### src/rtl/sqcs_pkg.sv
// Shared types and constants for the sparse query cluster scorer.
// Used by every module of the block; depends on nothing.
`default_nettype none
package sqcs_pkg;

  // Default store sizes.
  localparam int DEF_MAX_TERMS    = 1024;
  localparam int DEF_MAX_POSTINGS = 4096;
  localparam int DEF_MAX_CLUSTERS = 256;

  // Fixed field widths.
  localparam int ACT_W   = 3;
  localparam int IDX_W   = 12;
  localparam int TERM_W  = 16;
  localparam int BND_W   = 13;
  localparam int CID_W   = 8;
  localparam int AMT_W   = 16;
  localparam int SCORE_W = 48;
  localparam int PROD_W  = 2 * AMT_W;
  localparam int CCNT_W  = 9;
  localparam int TCNT_W  = 11;
  localparam int FMT_W   = 2;
  localparam int CIDX_W  = 2;
  localparam int CDAT_W  = 11;

  localparam logic [SCORE_W-1:0] SCORE_MAX = {SCORE_W{1'b1}};

  // Action codes on the input word.
  localparam logic [ACT_W-1:0] ACT_LOAD_DIR  = 3'd0;
  localparam logic [ACT_W-1:0] ACT_LOAD_POST = 3'd1;
  localparam logic [ACT_W-1:0] ACT_QUERY     = 3'd2;
  localparam logic [ACT_W-1:0] ACT_CLEAR     = 3'd3;
  localparam logic [ACT_W-1:0] ACT_READ      = 3'd4;

  // Configuration register indexes.
  localparam logic [CIDX_W-1:0] CFG_CLUSTERS = 2'd0;
  localparam logic [CIDX_W-1:0] CFG_TERMS    = 2'd1;
  localparam logic [CIDX_W-1:0] CFG_FORMAT   = 2'd2;

  // Value formats; anything at or above FMT_U8 uses the low byte.
  localparam logic [FMT_W-1:0] FMT_Q412 = 2'd0;
  localparam logic [FMT_W-1:0] FMT_U16  = 2'd1;
  localparam logic [FMT_W-1:0] FMT_U8   = 2'd2;

  typedef enum logic [2:0] {
    OP_NONE, OP_LOAD_DIR, OP_LOAD_POST, OP_QUERY, OP_CLEAR, OP_READ
  } op_t;

  typedef enum logic [3:0] {
    S_IDLE, S_SRCH, S_SCMP, S_CHK, S_BHI, S_PRD, S_SRD, S_MUL, S_ACC, S_RDS
  } state_t;

  typedef struct packed {
    op_t               op;
    logic [IDX_W-1:0]  entry_index;
    logic [TERM_W-1:0] term_id;
    logic [BND_W-1:0]  bound;
    logic [CID_W-1:0]  cluster_id;
    logic [AMT_W-1:0]  amount;
    logic              last_term;
  } item_t;

  typedef struct packed {
    logic [CCNT_W-1:0] cluster_count;
    logic [TCNT_W-1:0] term_count;
    logic [FMT_W-1:0]  value_format;
  } cfg_t;

endpackage
`default_nettype wire

### src/rtl/sqcs_front.sv
// Front end: takes input words, decodes the action and queues them.
// Depends on sqcs_pkg.
`default_nettype none
module sqcs_front import sqcs_pkg::*; (
  input  wire logic              clk,
  input  wire logic              rst_n,
  input  wire logic              start,
  output logic                   busy,
  input  wire logic [ACT_W-1:0]  in_action,
  input  wire logic [IDX_W-1:0]  in_entry_index,
  input  wire logic [TERM_W-1:0] in_term_id,
  input  wire logic [BND_W-1:0]  in_bound,
  input  wire logic [CID_W-1:0]  in_cluster_id,
  input  wire logic [AMT_W-1:0]  in_amount,
  input  wire logic              in_last_term,
  input  wire logic              q_pop,
  output logic                   q_valid,
  output item_t                  q_item
);

  item_t       slot_r [2];
  logic        wptr_r, wptr_nxt, rptr_r, rptr_nxt;
  logic [1:0]  cnt_r, cnt_nxt;
  logic        push, pop;
  item_t       dec;

  always_comb begin
    unique case (in_action)
      ACT_LOAD_DIR:  dec.op = OP_LOAD_DIR;
      ACT_LOAD_POST: dec.op = OP_LOAD_POST;
      ACT_QUERY:     dec.op = OP_QUERY;
      ACT_CLEAR:     dec.op = OP_CLEAR;
      ACT_READ:      dec.op = OP_READ;
      default:       dec.op = OP_NONE;
    endcase
    dec.entry_index = in_entry_index;
    dec.term_id     = in_term_id;
    dec.bound       = in_bound;
    dec.cluster_id  = in_cluster_id;
    dec.amount      = in_amount;
    dec.last_term   = in_last_term;
  end

  assign busy    = (cnt_r == 2'd2);
  assign q_valid = (cnt_r != 2'd0);
  assign q_item  = slot_r[rptr_r];
  assign push    = start && !busy;
  assign pop     = q_pop && q_valid;

  always_comb begin
    wptr_nxt = push ? ~wptr_r : wptr_r;
    rptr_nxt = pop ? ~rptr_r : rptr_r;
    cnt_nxt  = cnt_r + 2'(push) - 2'(pop);
  end

  always_ff @(posedge clk) begin
    if (!rst_n) begin
      wptr_r <= 1'b0;
      rptr_r <= 1'b0;
      cnt_r  <= 2'd0;
    end else begin
      wptr_r <= wptr_nxt;
      rptr_r <= rptr_nxt;
      cnt_r  <= cnt_nxt;
    end
  end

  always_ff @(posedge clk) begin
    if (push) begin
      slot_r[wptr_r] <= dec;
    end
  end

endmodule
`default_nettype wire

### config.mk
export PLATFORM = sky130hd
export DESIGN_NAME = sqcs_front
export DESIGN_NICKNAME = d
export VERILOG_FILES = /design/src/rtl/sqcs_pkg.sv /design/src/rtl/sqcs_front.sv
export SDC_FILE = /design/constraint.sdc
export NUM_CORES = 1
export LEC_CHECK = 0
export BUFFER_PORTS_ARGS = -buffer_cell sky130_fd_sc_hd__buf_2
export CORE_MARGIN = 2
export CORE_UTILIZATION = 50
export CTS_BUF_LIST = sky130_fd_sc_hd__clkbuf_2 sky130_fd_sc_hd__clkbuf_4 sky130_fd_sc_hd__clkbuf_8
export CTS_CLUSTER_SIZE = 30
export DETAILED_ROUTE_END_ITERATION = 6
export GPL_TIMING_DRIVEN = 0
export PLACE_DENSITY = 0.73
export SYNTH_ARGS = -nofsm -noshare
export SYNTH_HDL_FRONTEND = slang
export SYNTH_SLANG_ARGS = --single-unit
### constraint.sdc
create_clock -name clk -period 5.2 [get_ports clk]
set_clock_uncertainty 0.05 [all_clocks]
set_input_delay 0.52 -clock clk [delete_from_list [all_inputs] [get_ports clk]]
set_output_delay 0.52 -clock clk [all_outputs]
set_load 0.005 [all_outputs]
==> run metrics <==
placement-stage worst setup slack around 3.1 ns; Setup CP Type flip-flop to primary output; startpoint class of the critical path flip-flop; antenna violations before repair 0; Sinks on Clock Net between 100 and 150; worst path required time between 4 and 5 ns; Pint 2460 uW; combinational fraction of design power 25.4%; sequential share of the synthesized area 80.2%; most used cells in the layout excluding fill and tap cells buf_2, edfxtp_1, mux2_2, clkbuf_8, mux2_4; # H-tree levels 4; routed wirelength normalized by instance count between 15 and 20 microns; Floorplan Core Area slightly above 10000 sq um; fraction of power spent switching nets between 20% and 30%; total setup violations reported at the end of the flow 0; Clk pwr share about 28%; Seq pwr share 46.7%; number of pins with negative max-slew slack in the final report 0; number of global-route vias before repair between 2k and 3k; worst hold slack roughly 0.23 ns; number of hold violations in the final report 0; largest net degree at the start of global routing between 40 and 50; met1 routed wirelength after detailed routing between 3 and 4 mm; length of routed met2 wiring between 4 and 5 mm; final setup margin 2.97 ns; hold crit path type input pin to flip-flop; global-route wire length before repair around 14 mm; minimum clock period after layout 2.23 ns; number of cells in the design after placement 531; Power Dens Cells 490 nW/um^2; uppermost signal routing layer after detailed routing met4; max capacitance violation total 0; clock buffer count from CTS 17; floorplan die width about 110 microns; iteration count of the initial detailed-routing pass 4; number of non-filler instances in the completed layout 563; Boundary Pins 144; IO buf count ~140; static leakage power between 0.002 and 0.003 uW; Final ANT Viol Nets 0; crit path DAT approximately 1.7 ns; fill cell count just under 800; tightest slew margin relative to the limit a little under half; post-synthesis cell type count 22; synthesized-area fraction occupied by ao, oa, aoi and oai cells less than 1%; clk slew on worst S/H paths 0.07 ns; detailed-route wire length between 8 and 9 mm; fin crit share between 40% and 50%; # DRC 0; net switching power figure roughly 810 uW; utilization after layout about two thirds; die area 11400 sq um; fraction of layout instances using a drive strength above 1 between 50% and 60%; total vias in the final route 2764; flop and latch count out of synthesis 143; xor and xnor fraction of the mapped netlist area 0.497%; Met3 Wirelength 670 microns; GP Congestion between 0.7 and 0.8; crit path capture type primary output; # diodes 0; unrepaired setup endpoints after global routing no; number of warnings issued by yosys 0; number of violations reported at the end of detailed-routing iteration 0 85; final HPWL from detailed placement 5.87 mm; main combinational cell family by area after synthesis multiplexers; post-CTS setup buffer count 0; highest net fanout along the worst path 10; post-synthesis share of cell area spent on and, or, nand and nor gates between 1.5 and 2%; largest buffer count on any clock path 2; clock root buffer master clkbuf_8; total nets after synthesis ~320; height of the die ~110 microns; Synth Area in Adders less than 1%; cell count after synthesis roughly 250; per-instance average area after synthesis 21.3 sq um; GRT Resource Usage Total about 16%; net count reported at finish 489; status complete, no violations; Worst Tran Pin Value approximately 0.8 ns; CTS Hold Bufs 0; Worst VDD drop between 0.2 and 0.25 mV; TritonCTS clock tree done; Starting Density between 50% and 60%; post-cts repair resize count 0; number of vias per cell after detailed routing 4.91; most common library cell in the layout ignoring fill and taps buf_2; clock network latency to the later pin of the worst-skew pair approximately 0.42 ns; post-synthesis instance area ~5300 sq um; achievable clock frequency between 0.4 and 0.5 GHz; Layout Area Growth over Synthesis 26.4%; global route total overflow 0; multiplexer share of the synthesized area approximately 16%; number of placement rows 37
-- state kept, by name, summed over array words and instances (netlist names), named ones only --
register,count
slot_r,138
cnt_r,2
rptr_r,1
wptr_r,1
-- worst paths after layout --
kind / startpoint / to / slack (ns) / depth (start not counted)
setup / recovery: flip-flop / q_item[47] / 2.97 / 4
hold / removal: in_term_id[14] / slot_r[0][52] / 0.23 / 1
setup reg to reg: cnt_r[0] / slot_r[0][51] / 3.23 / 4
hold reg to reg: rptr_r / flip-flop / 0.47 / 2
-- cells by family after synthesis --
| logic type | Yosys count |
|---|---|
| AOI/OAI and AO/OA | 3 |
| xor gates and xnor gates | 3 |
| adders and majority gates | 2 |
| buffers and inverters | 11 |
| DFF | 143 |
| muxes | 70 |
| and+or+nand+nor | 17 |
-- metrics by stage --
| step | total power, uW | cell area, sq um | TNS (ns) |
|---|---|---|---|
| finish | 3270 | 6690 | 0 |
| global route | 3450 | 6690 | 0 |
| CTS | 3320 | 6690 | 0 |
| detailed placement | 2410 | 6260 | 0 |
| global placement | 2370 | 6180 | -35.95 |
| floorplan | 2050 | 5290 | 0 |
-- worst max-delay path, stage by stage (launching register included) --
cell,delay (ns)
dfxtp_1,0.33
buf_6,0.13
buf_2,0.27
mux2_2,0.37
buf_2,0.14
-- per-layer routing --
layer / global-route usage, % / vias up
li1: - / 1303
met1: 19.1 / 1344
met2: 26.5 / 105
met3: 6.44 / 12
met4: 6.68 / 0
met5: 0 / -
-- cell usage after synthesis --
library cell | n | area share, %
edfxtp_1 | 138 | 78
mux2_2 | 59 | 13
mux2_4 | 10 | 2.8
nor2_1 | 6 | 0.43
buf_2 | 5 | 0.47
dfxtp_1 | 5 | 1.9
nand2_1 | 4 | 0.28
inv_1 | 3 | 0.21
and2_1 | 2 | 0.24
buf_6 | 2 | 0.43
ha_1 | 2 | 0.47
nand2b_1 | 2 | 0.24
xnor2_1 | 2 | 0.33
a21oi_1 | 1 | 0.094
and3_1 | 1 | 0.12
buf_8 | 1 | 0.28
mux2i_1 | 1 | 0.19
nor3_1 | 1 | 0.094
o21a_1 | 1 | 0.14
o21ai_0 | 1 | 0.094
or2_2 | 1 | 0.12
xor2_1 | 1 | 0.17
-- power groups by stage --
stage | Combinational [uW] | Clock (uW) | Sequential (uW)
detailed placement | 849 | 0 | 1560
global placement | 800 | 0 | 1570
floorplan | 497 | 0 | 1560
CTS | 854 | 938 | 1530
global route | 915 | 992 | 1550
finish | 832 | 913 | 1530
-- area by class of cell --
cell class                      count  area (sq um)  area share (%)
Sequential cell                   143          4240            63.4
Multi-Input combinational cell     95           986            14.7
Timing Repair Buffer              146           791            11.8
Clock buffer                       20           256            3.83
Tap cell                          136           170            2.54
Clock inverter                     12           168            2.51
Buffer                              8          62.6           0.935
Inverter                            3          11.3           0.168
Note: power is estimated with default switching activity, not from simulation.
